===== src/rtl/cmos_6502_alu_and_flags_unit_macros.svh =====
// Assertion macros shared by the 65C02 ALU and flags unit.
// Expects signals named clk and rst in the module that uses them.
`ifndef CMOS_6502_ALU_AND_FLAGS_UNIT_MACROS_SVH
`define CMOS_6502_ALU_AND_FLAGS_UNIT_MACROS_SVH

// Checked at every edge, reset included.
`define C6502ALU_CHK_ALWAYS(label, prop, msg) \
  label: assert property (@(posedge clk) prop) else $error(msg);

// Checked only while reset is low.
`define C6502ALU_CHK_RUN(label, prop, msg) \
  label: assert property (@(posedge clk) disable iff (rst) prop) else $error(msg);

`endif


===== src/rtl/c6502alu_pkg.sv =====
// Types and constants of the 65C02 ALU and flags unit.
// No dependencies; used by the execute logic and the top level.
`default_nettype none

package c6502alu_pkg;

  typedef enum logic [5:0] {
    K_LDA    = 6'd0,
    K_LDX    = 6'd1,
    K_LDY    = 6'd2,
    K_ORA    = 6'd3,
    K_AND    = 6'd4,
    K_EOR    = 6'd5,
    K_ADC    = 6'd6,
    K_SBC    = 6'd7,
    K_CMP    = 6'd8,
    K_CPX    = 6'd9,
    K_CPY    = 6'd10,
    K_BIT    = 6'd11,
    K_BITIMM = 6'd12,
    K_ASL    = 6'd13,
    K_LSR    = 6'd14,
    K_ROL    = 6'd15,
    K_ROR    = 6'd16,
    K_INC    = 6'd17,
    K_DEC    = 6'd18,
    K_TSB    = 6'd19,
    K_TRB    = 6'd20,
    K_INX    = 6'd21,
    K_INY    = 6'd22,
    K_DEX    = 6'd23,
    K_DEY    = 6'd24,
    K_TAX    = 6'd25,
    K_TAY    = 6'd26,
    K_TXA    = 6'd27,
    K_TYA    = 6'd28,
    K_CLC    = 6'd29,
    K_SEC    = 6'd30,
    K_CLI    = 6'd31,
    K_SEI    = 6'd32,
    K_CLD    = 6'd33,
    K_SED    = 6'd34,
    K_CLV    = 6'd35,
    K_PLP    = 6'd36,
    K_BRANCH = 6'd37,
    K_RMB    = 6'd38,
    K_SMB    = 6'd39,
    K_BBR    = 6'd40,
    K_BBS    = 6'd41
  } kind_t;

  // Branch condition groups, selector[2:1]; selector[0] picks flag set.
  localparam logic [1:0] COND_N = 2'd0;
  localparam logic [1:0] COND_V = 2'd1;
  localparam logic [1:0] COND_C = 2'd2;
  localparam logic [1:0] COND_Z = 2'd3;

  typedef struct packed {
    logic n;
    logic v;
    logic d;
    logic i;
    logic z;
    logic c;
  } flags_t;

  localparam flags_t FLAGS_RESET = flags_t'(6'b000100);

  typedef struct packed {
    logic [7:0] wb;
    logic [7:0] acc;
    logic [7:0] x;
    logic [7:0] y;
    flags_t     flags;
    logic       taken;
  } exec_result_t;

endpackage

`default_nettype wire


===== src/rtl/c6502alu_if.sv =====
// Valid/ready channel interfaces of the 65C02 ALU and flags unit.
// No package dependencies; one interface per channel.
`default_nettype none

interface c6502alu_in_if;
  logic       valid;
  logic       ready;
  logic [5:0] kind;
  logic [7:0] operand;
  logic       on_accumulator;
  logic [2:0] selector;

  modport source (output valid, kind, operand, on_accumulator, selector, input ready);
  modport sink   (input valid, kind, operand, on_accumulator, selector, output ready);
endinterface

interface c6502alu_out_if;
  logic       valid;
  logic       ready;
  logic [7:0] write_back;
  logic [7:0] acc_out;
  logic [7:0] x_out;
  logic [7:0] y_out;
  logic [7:0] status_out;
  logic       taken;

  modport source (output valid, write_back, acc_out, x_out, y_out, status_out, taken,
                  input ready);
  modport sink   (input valid, write_back, acc_out, x_out, y_out, status_out, taken,
                  output ready);
endinterface

`default_nettype wire


===== src/rtl/c6502alu_exec.sv =====
// Combinational execute logic: one decoded operation against A, X, Y and flags.
// Depends on c6502alu_pkg (kind_t, flags_t, exec_result_t).
`default_nettype none

module c6502alu_exec (
  input  var c6502alu_pkg::kind_t        kind,
  input  var logic [7:0]                 operand,
  input  var logic                       on_acc,
  input  var logic [2:0]                 selector,
  input  var logic [7:0]                 acc,
  input  var logic [7:0]                 x,
  input  var logic [7:0]                 y,
  input  var c6502alu_pkg::flags_t       flags,
  output c6502alu_pkg::exec_result_t     res
);

  function automatic c6502alu_pkg::flags_t set_nz(c6502alu_pkg::flags_t f,
                                                  logic [7:0] r);
    c6502alu_pkg::flags_t t;
    t   = f;
    t.z = (r == 8'h00);
    t.n = r[7];
    return t;
  endfunction

  logic [7:0] bitmask;
  logic [7:0] src;
  logic [8:0] bin_add;
  logic [8:0] bin_sub;
  logic [4:0] lo_a;
  logic [4:0] lo_ad;
  logic [5:0] hi_a;
  logic [5:0] hi_ad;
  logic [5:0] lo_s;
  logic [5:0] lo_sd;
  logic [5:0] hi_s;
  logic [5:0] hi_sd;
  logic [7:0] cmp_reg;
  logic [8:0] cmp_diff;
  logic [7:0] sh_r;
  logic       sh_c;
  logic [7:0] incdec;
  logic       cond_f;

  always_comb begin
    bitmask = 8'h01 << selector;
    src     = on_acc ? acc : operand;

    bin_add = {1'b0, acc} + {1'b0, operand} + {8'h00, flags.c};
    bin_sub = {1'b0, acc} + {1'b0, ~operand} + {8'h00, flags.c};

    // Decimal add, nibble at a time; invalid digits go through unchecked
    lo_a  = {1'b0, acc[3:0]} + {1'b0, operand[3:0]} + {4'h0, flags.c};
    lo_ad = (lo_a > 5'd9) ? lo_a + 5'd6 : lo_a;
    hi_a  = {2'b00, acc[7:4]} + {2'b00, operand[7:4]} + {5'd0, (lo_a > 5'd9)};
    hi_ad = (hi_a > 6'd9) ? hi_a + 6'd6 : hi_a;

    // Decimal subtract, sign bit [5] marks a borrow from the nibble
    lo_s  = {2'b00, acc[3:0]} - {2'b00, operand[3:0]} - {5'd0, ~flags.c};
    lo_sd = lo_s[5] ? lo_s - 6'd6 : lo_s;
    hi_s  = {2'b00, acc[7:4]} - {2'b00, operand[7:4]} - {5'd0, lo_s[5]};
    hi_sd = hi_s[5] ? hi_s - 6'd6 : hi_s;

    case (kind)
      c6502alu_pkg::K_CPX: cmp_reg = x;
      c6502alu_pkg::K_CPY: cmp_reg = y;
      default:             cmp_reg = acc;
    endcase
    cmp_diff = {1'b0, cmp_reg} - {1'b0, operand};

    case (kind)
      c6502alu_pkg::K_ASL: begin
        sh_r = {src[6:0], 1'b0};
        sh_c = src[7];
      end
      c6502alu_pkg::K_LSR: begin
        sh_r = {1'b0, src[7:1]};
        sh_c = src[0];
      end
      c6502alu_pkg::K_ROL: begin
        sh_r = {src[6:0], flags.c};
        sh_c = src[7];
      end
      default: begin
        sh_r = {flags.c, src[7:1]};
        sh_c = src[0];
      end
    endcase

    incdec = (kind == c6502alu_pkg::K_INC) ? src + 8'h01 : src - 8'h01;

    case (selector[2:1])
      c6502alu_pkg::COND_N: cond_f = flags.n;
      c6502alu_pkg::COND_V: cond_f = flags.v;
      c6502alu_pkg::COND_C: cond_f = flags.c;
      default:              cond_f = flags.z;
    endcase

    res.wb    = operand;
    res.acc   = acc;
    res.x     = x;
    res.y     = y;
    res.flags = flags;
    res.taken = 1'b0;

    case (kind)
      c6502alu_pkg::K_LDA: begin
        res.acc   = operand;
        res.flags = set_nz(flags, operand);
      end
      c6502alu_pkg::K_LDX: begin
        res.x     = operand;
        res.flags = set_nz(flags, operand);
      end
      c6502alu_pkg::K_LDY: begin
        res.y     = operand;
        res.flags = set_nz(flags, operand);
      end
      c6502alu_pkg::K_ORA: begin
        res.acc   = acc | operand;
        res.flags = set_nz(flags, acc | operand);
      end
      c6502alu_pkg::K_AND: begin
        res.acc   = acc & operand;
        res.flags = set_nz(flags, acc & operand);
      end
      c6502alu_pkg::K_EOR: begin
        res.acc   = acc ^ operand;
        res.flags = set_nz(flags, acc ^ operand);
      end
      c6502alu_pkg::K_ADC: begin
        if (flags.d) begin
          res.acc = {hi_ad[3:0], lo_ad[3:0]};
        end else begin
          res.acc = bin_add[7:0];
        end
        res.flags   = set_nz(flags, res.acc);
        res.flags.v = ~(acc[7] ^ operand[7]) & (acc[7] ^ bin_add[7]);
        res.flags.c = flags.d ? (hi_ad > 6'd15) : bin_add[8];
      end
      c6502alu_pkg::K_SBC: begin
        if (flags.d) begin
          res.acc = {hi_sd[3:0], lo_sd[3:0]};
        end else begin
          res.acc = bin_sub[7:0];
        end
        res.flags   = set_nz(flags, res.acc);
        res.flags.v = (acc[7] ^ operand[7]) & (acc[7] ^ bin_sub[7]);
        res.flags.c = bin_sub[8];
      end
      c6502alu_pkg::K_CMP, c6502alu_pkg::K_CPX, c6502alu_pkg::K_CPY: begin
        res.flags   = set_nz(flags, cmp_diff[7:0]);
        res.flags.c = ~cmp_diff[8];
      end
      c6502alu_pkg::K_BIT: begin
        res.flags.z = ((acc & operand) == 8'h00);
        res.flags.n = operand[7];
        res.flags.v = operand[6];
      end
      c6502alu_pkg::K_BITIMM: begin
        res.flags.z = ((acc & operand) == 8'h00);
      end
      c6502alu_pkg::K_ASL, c6502alu_pkg::K_LSR, c6502alu_pkg::K_ROL,
      c6502alu_pkg::K_ROR: begin
        if (on_acc) begin
          res.acc = sh_r;
        end else begin
          res.wb = sh_r;
        end
        res.flags   = set_nz(flags, sh_r);
        res.flags.c = sh_c;
      end
      c6502alu_pkg::K_INC, c6502alu_pkg::K_DEC: begin
        if (on_acc) begin
          res.acc = incdec;
        end else begin
          res.wb = incdec;
        end
        res.flags = set_nz(flags, incdec);
      end
      c6502alu_pkg::K_TSB: begin
        res.flags.z = ((acc & operand) == 8'h00);
        res.wb      = operand | acc;
      end
      c6502alu_pkg::K_TRB: begin
        res.flags.z = ((acc & operand) == 8'h00);
        res.wb      = operand & ~acc;
      end
      c6502alu_pkg::K_INX: begin
        res.x     = x + 8'h01;
        res.flags = set_nz(flags, x + 8'h01);
      end
      c6502alu_pkg::K_INY: begin
        res.y     = y + 8'h01;
        res.flags = set_nz(flags, y + 8'h01);
      end
      c6502alu_pkg::K_DEX: begin
        res.x     = x - 8'h01;
        res.flags = set_nz(flags, x - 8'h01);
      end
      c6502alu_pkg::K_DEY: begin
        res.y     = y - 8'h01;
        res.flags = set_nz(flags, y - 8'h01);
      end
      c6502alu_pkg::K_TAX: begin
        res.x     = acc;
        res.flags = set_nz(flags, acc);
      end
      c6502alu_pkg::K_TAY: begin
        res.y     = acc;
        res.flags = set_nz(flags, acc);
      end
      c6502alu_pkg::K_TXA: begin
        res.acc   = x;
        res.flags = set_nz(flags, x);
      end
      c6502alu_pkg::K_TYA: begin
        res.acc   = y;
        res.flags = set_nz(flags, y);
      end
      c6502alu_pkg::K_CLC: res.flags.c = 1'b0;
      c6502alu_pkg::K_SEC: res.flags.c = 1'b1;
      c6502alu_pkg::K_CLI: res.flags.i = 1'b0;
      c6502alu_pkg::K_SEI: res.flags.i = 1'b1;
      c6502alu_pkg::K_CLD: res.flags.d = 1'b0;
      c6502alu_pkg::K_SED: res.flags.d = 1'b1;
      c6502alu_pkg::K_CLV: res.flags.v = 1'b0;
      c6502alu_pkg::K_PLP: begin
        // status bits 5 and 4 have no storage
        res.flags = {operand[7:6], operand[3:0]};
      end
      c6502alu_pkg::K_BRANCH: res.taken = selector[0] ? cond_f : ~cond_f;
      c6502alu_pkg::K_RMB:    res.wb    = operand & ~bitmask;
      c6502alu_pkg::K_SMB:    res.wb    = operand | bitmask;
      c6502alu_pkg::K_BBR:    res.taken = ((operand & bitmask) == 8'h00);
      c6502alu_pkg::K_BBS:    res.taken = ((operand & bitmask) != 8'h00);
      default: ;
    endcase
  end

endmodule

`default_nettype wire


===== src/rtl/cmos_6502_alu_and_flags_unit.sv =====
// 65C02 ALU and flags unit: A, X, Y and the N V D I Z C flags.
// Depends on c6502alu_pkg, c6502alu_if.sv, c6502alu_exec and the macros header.
//
// Usage:
//   in  : one decoded operation per transfer (kind, operand, on_accumulator,
//         selector). out : one result per operation, in order (write_back,
//         acc_out, x_out, y_out, status_out as NV11DIZC, taken).
//   An operation is captured in an input register, executes in combinational
//   logic against the architectural registers, and lands in the result
//   register; A, X, Y and flags update at that same edge.
//   out.valid is driven by the result register, which is loaded from the
//   input register when the operation executes.
//   Throughput: one operation per cycle while out.ready stays high; the flag
//   feedback loop runs from the flags register through the execute logic.
//   Stall: while a result waits in the output register, one more operation
//   can sit in the input register; in.ready drops only when both are full.
//   Reset (rst, synchronous): both registers empty, A = X = Y = 0, only I set.
`default_nettype none
`include "cmos_6502_alu_and_flags_unit_macros.svh"

module cmos_6502_alu_and_flags_unit (
  input  var logic        clk,
  input  var logic        rst,
  c6502alu_in_if.sink     in,
  c6502alu_out_if.source  out
);

  logic                        s1_valid;
  c6502alu_pkg::kind_t         s1_kind;
  logic [7:0]                  s1_operand;
  logic                        s1_on_acc;
  logic [2:0]                  s1_sel;

  logic [7:0]                  acc;
  logic [7:0]                  index_x;
  logic [7:0]                  index_y;
  c6502alu_pkg::flags_t        flags;

  logic                        s2_valid;
  c6502alu_pkg::exec_result_t  s2;
  c6502alu_pkg::exec_result_t  exec_res;

  logic                        advance;

  assign advance  = s1_valid && (!s2_valid || out.ready);
  assign in.ready = !s1_valid || advance;

  c6502alu_exec u_exec (
    .kind     (s1_kind),
    .operand  (s1_operand),
    .on_acc   (s1_on_acc),
    .selector (s1_sel),
    .acc      (acc),
    .x        (index_x),
    .y        (index_y),
    .flags    (flags),
    .res      (exec_res)
  );

  always_ff @(posedge clk) begin
    if (rst) begin
      s1_valid <= 1'b0;
    end else if (in.ready) begin
      s1_valid <= in.valid;
    end
    if (in.valid && in.ready) begin
      s1_kind    <= c6502alu_pkg::kind_t'(in.kind);
      s1_operand <= in.operand;
      s1_on_acc  <= in.on_accumulator;
      s1_sel     <= in.selector;
    end
  end

  always_ff @(posedge clk) begin
    if (rst) begin
      acc     <= 8'h00;
      index_x <= 8'h00;
      index_y <= 8'h00;
      flags   <= c6502alu_pkg::FLAGS_RESET;
    end else if (advance) begin
      acc     <= exec_res.acc;
      index_x <= exec_res.x;
      index_y <= exec_res.y;
      flags   <= exec_res.flags;
    end
  end

  always_ff @(posedge clk) begin
    if (rst) begin
      s2_valid <= 1'b0;
    end else if (!s2_valid || out.ready) begin
      s2_valid <= s1_valid;
    end
    if (advance) begin
      s2 <= exec_res;
    end
  end

  assign out.valid      = s2_valid;
  assign out.write_back = s2.wb;
  assign out.acc_out    = s2.acc;
  assign out.x_out      = s2.x;
  assign out.y_out      = s2.y;
  assign out.status_out = {s2.flags.n, s2.flags.v, 2'b11,
                           s2.flags.d, s2.flags.i, s2.flags.z, s2.flags.c};
  assign out.taken      = s2.taken;

  `C6502ALU_CHK_ALWAYS(a_reset_state, rst |=> (!s1_valid && !s2_valid && flags == c6502alu_pkg::FLAGS_RESET && acc == 8'h00), "reset did not clear pipeline and state")
  `C6502ALU_CHK_RUN(a_state_hold, !advance |=> ($stable(acc) && $stable(index_x) && $stable(index_y) && $stable(flags)), "architectural state changed without a transfer")
  `C6502ALU_CHK_RUN(a_result_matches_state, s2_valid |-> (s2.acc == acc && s2.x == index_x && s2.y == index_y && s2.flags == flags), "result register out of step with state")
  `C6502ALU_CHK_RUN(a_taken_only_tests, (advance && s1_kind != c6502alu_pkg::K_BRANCH && s1_kind != c6502alu_pkg::K_BBR && s1_kind != c6502alu_pkg::K_BBS) |=> !out.taken, "taken set by a non-test operation")

endmodule

`default_nettype wire

===== src/flat_wrapper.sv =====
// flat-port wrapper written by rule: the top's interface ports become plain ports
module cmos_6502_alu_and_flags_unit_flat 
  (clk, rst, in_valid, in_kind, in_operand, in_on_accumulator, in_selector, in_ready, out_valid, out_write_back, out_acc_out, out_x_out, out_y_out, out_status_out, out_taken, out_ready);
  c6502alu_in_if in_i ();
  c6502alu_out_if out_i ();
  input  var logic clk;
  input  var logic rst;
  input wire logic [$bits(in_i.valid)-1:0] in_valid;
  input wire logic [$bits(in_i.kind)-1:0] in_kind;
  input wire logic [$bits(in_i.operand)-1:0] in_operand;
  input wire logic [$bits(in_i.on_accumulator)-1:0] in_on_accumulator;
  input wire logic [$bits(in_i.selector)-1:0] in_selector;
  output wire logic [$bits(in_i.ready)-1:0] in_ready;
  output wire logic [$bits(out_i.valid)-1:0] out_valid;
  output wire logic [$bits(out_i.write_back)-1:0] out_write_back;
  output wire logic [$bits(out_i.acc_out)-1:0] out_acc_out;
  output wire logic [$bits(out_i.x_out)-1:0] out_x_out;
  output wire logic [$bits(out_i.y_out)-1:0] out_y_out;
  output wire logic [$bits(out_i.status_out)-1:0] out_status_out;
  output wire logic [$bits(out_i.taken)-1:0] out_taken;
  input wire logic [$bits(out_i.ready)-1:0] out_ready;
  assign in_i.valid = in_valid;
  assign in_i.kind = in_kind;
  assign in_i.operand = in_operand;
  assign in_i.on_accumulator = in_on_accumulator;
  assign in_i.selector = in_selector;
  assign in_ready = in_i.ready;
  assign out_valid = out_i.valid;
  assign out_write_back = out_i.write_back;
  assign out_acc_out = out_i.acc_out;
  assign out_x_out = out_i.x_out;
  assign out_y_out = out_i.y_out;
  assign out_status_out = out_i.status_out;
  assign out_taken = out_i.taken;
  assign out_i.ready = out_ready;
  cmos_6502_alu_and_flags_unit u_core (.clk(clk), .rst(rst), .in(in_i), .out(out_i));
endmodule

===== config.mk =====
export PLATFORM = sky130hd
export DESIGN_NAME = cmos_6502_alu_and_flags_unit_flat
export DESIGN_NICKNAME = d
export VERILOG_FILES = /design/src/rtl/c6502alu_pkg.sv /design/src/rtl/c6502alu_if.sv /design/src/rtl/c6502alu_exec.sv /design/src/rtl/cmos_6502_alu_and_flags_unit.sv /design/src/flat_wrapper.sv
export VERILOG_INCLUDE_DIRS = /design/src /design/src/rtl
export SDC_FILE = /design/constraint.sdc
export NUM_CORES = 1
export LEC_CHECK = 0
export BUFFER_PORTS_ARGS = -buffer_cell sky130_fd_sc_hd__buf_2
export CAP_MARGIN = 30
export CELL_PAD_IN_SITES_DETAIL_PLACEMENT = 1
export CELL_PAD_IN_SITES_GLOBAL_PLACEMENT = 2
export CORE_UTILIZATION = 40
export CTS_BUF_LIST = sky130_fd_sc_hd__clkbuf_8 sky130_fd_sc_hd__clkbuf_16
export DETAILED_ROUTE_END_ITERATION = 10
export HOLD_SLACK_MARGIN = 0.12
export PLACE_DENSITY = 0.95
export SETUP_SLACK_MARGIN = 0.3
export SYNTH_ARGS = -nofsm -noshare
export SYNTH_HDL_FRONTEND = slang
export SYNTH_SLANG_ARGS = --single-unit

===== constraint.sdc =====
create_clock -name clk -period 13.2 [get_ports clk]
set_input_delay 1.32 -clock clk [delete_from_list [all_inputs] [get_ports clk]]
set_output_delay 1.32 -clock clk [all_outputs]
set_load 0.005 [all_outputs]

# Word-level counts from Yosys, hierarchy flattened
# Cells that the tools add are included.
totals:
  ff_bits: 89
  inputBits: 22
  output_inout_bits: 43
  word_cells: 181
classes:
  n_addsub: 23
  order_cmp: 3
  eq_ne: 43
  shifts: 1
  muxes: 31
  bitwise: 19
  n_reduce_logical: 35
op_table:
  columns: ["cell", "n"]
  rows:
  - ["logical NOT 8 bit", 17]
  - ["equality test 6 x 5 -> 1 bit (second input constant)", 16]
  - ["two-way mux 8 bit", 10]
  - ["case mux 8 bit (10 select lines)", 1]
  - ["case mux 8 bit (4 select lines)", 2]
  - ["equality test 6 bit (second input constant)", 10]
  - ["equality test 6 x 4 -> 1 bit (second input constant)", 8]
  - ["case mux 8 bit (6 select lines)", 1]
  - ["AND 8 bit", 4]
  - ["adder 8 x 1 -> 8 bit (second input constant)", 3]
  - ["equality test 6 x 3 -> 1 bit (second input constant)", 4]
  - ["NOT 8 bit", 3]
  - ["case mux 8 bit (3 select lines)", 1]
  - ["subtractor 8 x 1 -> 8 bit (second input constant)", 3]
  - ["adder 8 x 8 -> 9 bit", 2]
  - ["adder 9 x 1 -> 9 bit", 2]
  - ["case mux 1 bit (17 select lines)", 1]
  - ["bitwise OR 8 bit", 2]
  - ["case mux 1 bit (16 select lines)", 1]
  - ["case mux 8 bit (2 select lines)", 1]
  - ["equality test 6 x 2 -> 1 bit (second input constant)", 2]
  - ["> comparator 6 x 4 -> 1 bit (second input constant)", 2]
  - ["two-way mux 4 bit", 3]
  - ["case mux 1 bit (3 select lines)", 4]
  - ["other kinds (32)", 52]

# Logic depth before layout (Yosys ltp)
logic_depth:
  word_depth: 10
  ltp_mapped: 23
  ltp_nobuf: 21

# Hierarchy
# From an unflattened synthesis, not the netlist that was laid out.
unflattened:
  hier_cells: 1192
  area_unflattened_um2: 9520.4
by_module_without_submodules:
  columns: ["mod", "n_inst", "cells_each", "area_each_um2", "seq_area_each_um2"]
  rows:
  - ["c6502alu_exec", 1, 992, 6337.3, 0.0]
  - ["cmos_6502_alu_and_flags_unit", 1, 200, 3183.1, 2352.3]

# Least setup slack after synthesis
# Ideal clock, no wire load.
synth_path:
  path_kind: "flip-flop to flip-flop"
  from: "reg u_core.s1_operand[0]"
  to: "reg u_core.flags[1] (netlist name)"
  setup_time_ps: 74
  t_arrival_ps: 5555
  required_ps: 13126
  path_slack_ps: 7571
  path_stages_with_launch: 24
  path_buffers: 2
  synth_period_minus_slack_ps: 5629
  path_cell_list: "edfxtp_1 > clkbuf_1 > inv_1 > fa_1 > buf_2 > and2b_1 > nor2_1 > xnor2_1 > ha_1 > a311oi_2 > maj3_1 > nor2_1 > fa_1 > fa_1 > xnor2_1 > inv_1 > ha_1 > o311ai_0 > o21ai_0 > o221ai_1 > or4_1 > or4b_1 > and2_0 > a31oi_1"
synth_via:
  elab_chain_cells: 10
  elab_cells_between_ends: 44
  cone_classes: "17 x add/sub; 2 x order compare; 12 x mux; 4 x bitwise; 9 x reduce/logical"
synth_rtl:
  columns: ["item", "line_no", "rtl"]
  rows:
  - ["from (decl)", "cmos_6502_alu_and_flags_unit.sv:30", "logic [7:0] s1_operand;"]
  - ["from (signal assigned)", "cmos_6502_alu_and_flags_unit.sv:68", "s1_operand <= in.operand;"]
  - ["adder 4 x 4 -> 5 bit", "c6502alu_exec.sv:53", "lo_a = {1'b0, acc[3:0]} + {1'b0, operand[3:0]} + {4'h0, flags.c};"]
  - ["adder 5 x 1 -> 5 bit", "c6502alu_exec.sv:53", null]
  - ["> comparator 5 x 4 -> 1 bit", "c6502alu_exec.sv:54, c6502alu_exec.sv:55", null]
  - ["adder 5 x 1 -> 6 bit", "c6502alu_exec.sv:55", "hi_a = {2'b00, acc[7:4]} + {2'b00, operand[7:4]} + {5'd0, (lo_a > 5'd9)};"]
  - ["adder 6 x 3 -> 6 bit / > comparator 6 x 4 -> 1 bit (equally long branches)", "c6502alu_exec.sv:56", "hi_ad = (hi_a > 6'd9) ? hi_a + 6'd6 : hi_a;"]
  - ["two-way mux 6 bit", "c6502alu_exec.sv:56", null]
  - ["two-way mux 8 bit", "c6502alu_exec.sv:132", "if (flags.d) begin"]
  - ["two-way mux 8 bit", "c6502alu_exec.sv:106", "case (kind)"]
  - ["logical NOT 8 bit", "c6502alu_exec.sv:21", "t.z = (r == 8'h00);"]
  - ["case mux 1 bit (17 select lines) (*)", "c6502alu_exec.sv:106", null]
# Mark *: on every way between the ends. The rest lies on a longest branch, timed or not. The select of a mux whose other input is x is not followed.
# A chain may end at the register's enable or synchronous reset.

# Final worst setup path
layout_path:
  from: "reg u_core.s1_operand[0]"
  to: "reg u_core.flags[1] (netlist name)"
layout_via:
  elab_chain_cells: 10
  elab_cells_between_ends: 44
  cone_classes: "17 x add/sub; 2 x order compare; 12 x mux; 4 x bitwise; 9 x reduce/logical"
layout_rtl:
  columns: ["item", "line_no"]
  rows:
  - ["adder 4 x 4 -> 5 bit", "c6502alu_exec.sv:53"]
  - ["adder 5 x 1 -> 5 bit", "c6502alu_exec.sv:53"]
  - ["> comparator 5 x 4 -> 1 bit", "c6502alu_exec.sv:54, c6502alu_exec.sv:55"]
  - ["adder 5 x 1 -> 6 bit", "c6502alu_exec.sv:55"]
  - ["adder 6 x 3 -> 6 bit / > comparator 6 x 4 -> 1 bit (equally long branches)", "c6502alu_exec.sv:56"]
  - ["two-way mux 6 bit", "c6502alu_exec.sv:56"]
  - ["two-way mux 8 bit", "c6502alu_exec.sv:132"]
  - ["two-way mux 8 bit", "c6502alu_exec.sv:106"]
  - ["logical NOT 8 bit", "c6502alu_exec.sv:21"]
  - ["case mux 1 bit (17 select lines) (*)", "c6502alu_exec.sv:106"]
# Marks and branches as above.

==> impl_metrics.py <==
metrics = {
    "logic_synthesis": {
        "synth_flop_cell": "edfxtp_1",
        "synth-seq-cells": 89,
        "synth_seq_area_share_pct": 25.4,
        "yosysMostFrequentCell": "nand2_1",
        "netlist_top_cells_count": "120 x nand2_1, 117 x nor2_1, 86 x a21oi_1",
        "syn_area_per_cell_um2": 7.82,
        "async_flop_share_pct": 0,
        "synth.distinct_cells": 88,
        "yosysTopAreaCellShare_pct": 18.5,
        "yosys_warnings": 0,
        "synthCells": 1186,
        "synth_area_leaders": "edfxtp_1 18%, ha_1 7.8%, dfxtp_1 6.9%",
        "netlist_area_um2": 9280,
        "synth_largest_area_cell": "edfxtp_1",
        "synth_edf_count": 57,
    },
    "worst_setup_path": {
        "cp_data_arrival_time_ps": 6750,
        "worstSetupPathType": "reg -> reg",
        "crit_top_cell": "fa_1",
        "cp-end-kind": "register",
        "crit_fanout": 14,
        "critPathBufInv": 2,
        "startpoint_type": "register",
        "cp_top_family": "adder cells",
        "crit_path_top_delay_cell": "edfxtp_1",
        "cpPeakStageDelay_ps": 660,
        "required_ps": 13490,
        "path_cells": "inv_1 -> fa_1 -> and2b_1 -> nor2_1 -> xnor2_1 -> ha_1 -> a311oi_2 -> maj3_1 -> nor2_1 -> fa_1 -> fa_1 -> xnor2_1 -> inv_1 -> ha_1 -> o311ai_0 -> o21ai_0 -> o221ai_1 -> or4_1 -> or4b_1 -> and2_0 -> a31oi_1",
    },
    "clock_network": {
        "cts_made_buffers": 9,
        "h-tree-depth": 3,
        "cts_sinks": 89,
        "cts_tree": "done",
        "holdBufCountCts": 0,
        "cts-resized-gates": 0,
        "cts_buffer_depth": 2,
        "post_cts_buffers": 0,
        "cts-root-buf": "clkbuf_16",
        "clk_latency_ps": 370,
        "clkTransAtPathRegs_ps": 80,
    },
    "die": {
        "io_pins": 65,
        "die_x_um": 154,
        "die_h_um": 154,
        "rows": 55,
        "fp.coreArea_um2": 22700,
        "design.die.area_um2": 23800,
        "start_util_pct": 40.8,
    },
    "timing": {
        "min_period_ps": 6460,
        "timing.final.crit_share_pct": 48.9,
        "fmax_mhz": 155,
        "finalHoldViolCount": 0,
        "slew_headroom_pct": 32.5,
        "skew_ps": 12.5,
        "tightest_slew_ps": 999,
        "rsz0062_at_grt": "false",
        "finalMaxSlewViolations": 0,
        "setup_viol": 0,
        "finalSetupTns_ps": 0,
    },
    "final_layout": {
        "fin_cells": 1484,
        "drive_above_1_share_pct": 10.5,
        "diodes": 0,
        "areaGrowthSynthToFinish_pct": 8.13,
        "fillCellCount": 2855,
        "nets": 1283,
    },
    "pwr": {
        "powerDensity_nw_per_um2": 86.1,
        "irDropWorstVdd_mv": 0.0559,
        "p_leak_nw": 3.80,
    },
    "drt": {
        "drtIter0Drc": 1166,
        "wl_per_cell_um": 26.2,
        "dr.pass1.iters": 8,
        "viasPerCell": 6.71,
        "ant_nets": 0,
        "routed_wl_um": 38800,
        "drc": 0,
        "vias": 9955,
    },
    "worst_hold_path": {
        "min_path_type": "reg -> reg",
    },
    "place": {
        "io_buffers": 62,
        "placed_cells": 1467,
        "routabilityCongestion": 1.01,
        "dp_hpwl_um": 28700,
    },
    "global_route": {
        "track_usage_pct": 32.7,
        "grt_pass1_wl_um": 59000,
        "grt_antenna_before_repair": 0,
        "grt_max_degree": 52,
        "grt_pass1_vias": 9704,
        "grt_overflow": 0,
    },
    "status": {
        "status": "finished clean",
    },
    "run": {
        "drv_cap": 0,
    },
}
sequential cells by signal (all words and copies together), names as in the netlist:
name / flops
u_core.acc: 8
u_core.index_x: 8
u_core.index_y: 8
u_core.out.acc_out: 8
u_core.out.write_back: 8
u_core.out.x_out: 8
u_core.out.y_out: 8
u_core.s1_operand: 8
u_core.flags: 6
u_core.out.status_out: 6
u_core.s1_kind: 6
u_core.s1_sel: 3
u_core.out.taken: 1
u_core.out.valid: 1
u_core.s1_on_acc: 1
u_core.s1_valid: 1
per-layer routing:
metal	up-vias	part of all wire (%)	GRT usage (%)	wire [µm]
met4	0	3.8	12.2	1490
met1	4864	41	43.6	15900
met3	112	11	7.73	4290
li1	4423	-	-	-
met2	556	44	51.3	17100
met5	-	0	0	0
power by group:
group | leakage, nW | switching (mW) | internal [mW]
combinational | 2.87 | 0.169 | 0.0987
sequential | 0.806 | 0.0250 | 0.312
clock | 0.126 | 0.130 | 0.129
total | 3.80 | 0.324 | 0.540
worst register-to-register path, cell delays in order (launching register included):
cell and delay (ps):
edfxtp_1 660, inv_1 190, fa_1 560, and2b_1 320, nor2_1 80, xnor2_1 160, ha_1 250, a311oi_2 310
maj3_1 280, nor2_1 70, fa_1 480, fa_1 450, xnor2_1 290, inv_1 130, ha_1 290, o311ai_0 120
o21ai_0 190, o221ai_1 190, or4_1 510, or4b_1 510, and2_0 180, a31oi_1 160
cells by family (layout without fill, tap and decap cells):
family	after synthesis	in the layout	share of synthesized area [%]
simple gates	451	451	24.4
compound gates	360	360	26.7
buf+inv	147	159	6.19
flops	89	89	25.4
fa+ha+maj	68	68	9.87
xor+xnor	47	47	4.59
mux	23	23	2.85
other cells	1	2	0.0404
cell usage in the layout (no fill, tap or decap), drive strengths merged, types with 11 or more instances in the layout:
master     n
a21oi     86
o2111ai   12
nor2b     17
or4       11
a211oi    21
nand2b    20
a21o      12
nor3      43
o22ai     13
ha        58
a22oi     17
nor2     118
a221oi    14
buf       80
nand2    120
edfxtp    57
dfxtp     32
xnor2     27
nand3     26
mux2i     14
xor2      19
a31oi     14
inv       64
and3      13
and2      11
o21ai     65
nand4     12
area by class of cell:
class / count / area, µm² / area share (%)
clock inverter: 7 / 52.6 / 0.524
timing repair buffer: 81 / 458 / 4.57
tap: 285 / 357 / 3.55
clock buffer: 9 / 225 / 2.25
multi-input combinational: 951 / 6350 / 63.3
sequential: 89 / 2350 / 23.5
inverter: 62 / 233 / 2.32
worst paths after layout:
path	start	end	slack [ps]	depth (start not counted)
setup / recovery	u_core.s1_operand[0]	u_core.flags[1]	6740	21
hold / removal	u_core.flags[2]	u_core.flags[2]	510	2
setup reg to reg	u_core.s1_operand[0]	u_core.flags[1]	6740	21
hold reg to reg	u_core.flags[2]	u_core.flags[2]	510	2
metrics by stage:
step / setup WS [ps] / hold slack [ps] / total power [mW] / util [%] / area, µm²
final: 6740 / 512 / 0.864 / 44.2 / 10000
after global routing: 6410 / 529 / 0.899 / 44.2 / 10000
after CTS: 6850 / 502 / 0.858 / 44.1 / 10000
after detailed placement: 6890 / 480 / 0.600 / 42.9 / 9750
after global placement: 7130 / 463 / 0.594 / 42.8 / 9730
after floorplan: 7570 / 440 / 0.516 / - / 9280
Note: power is estimated with default switching activity, not from simulation.
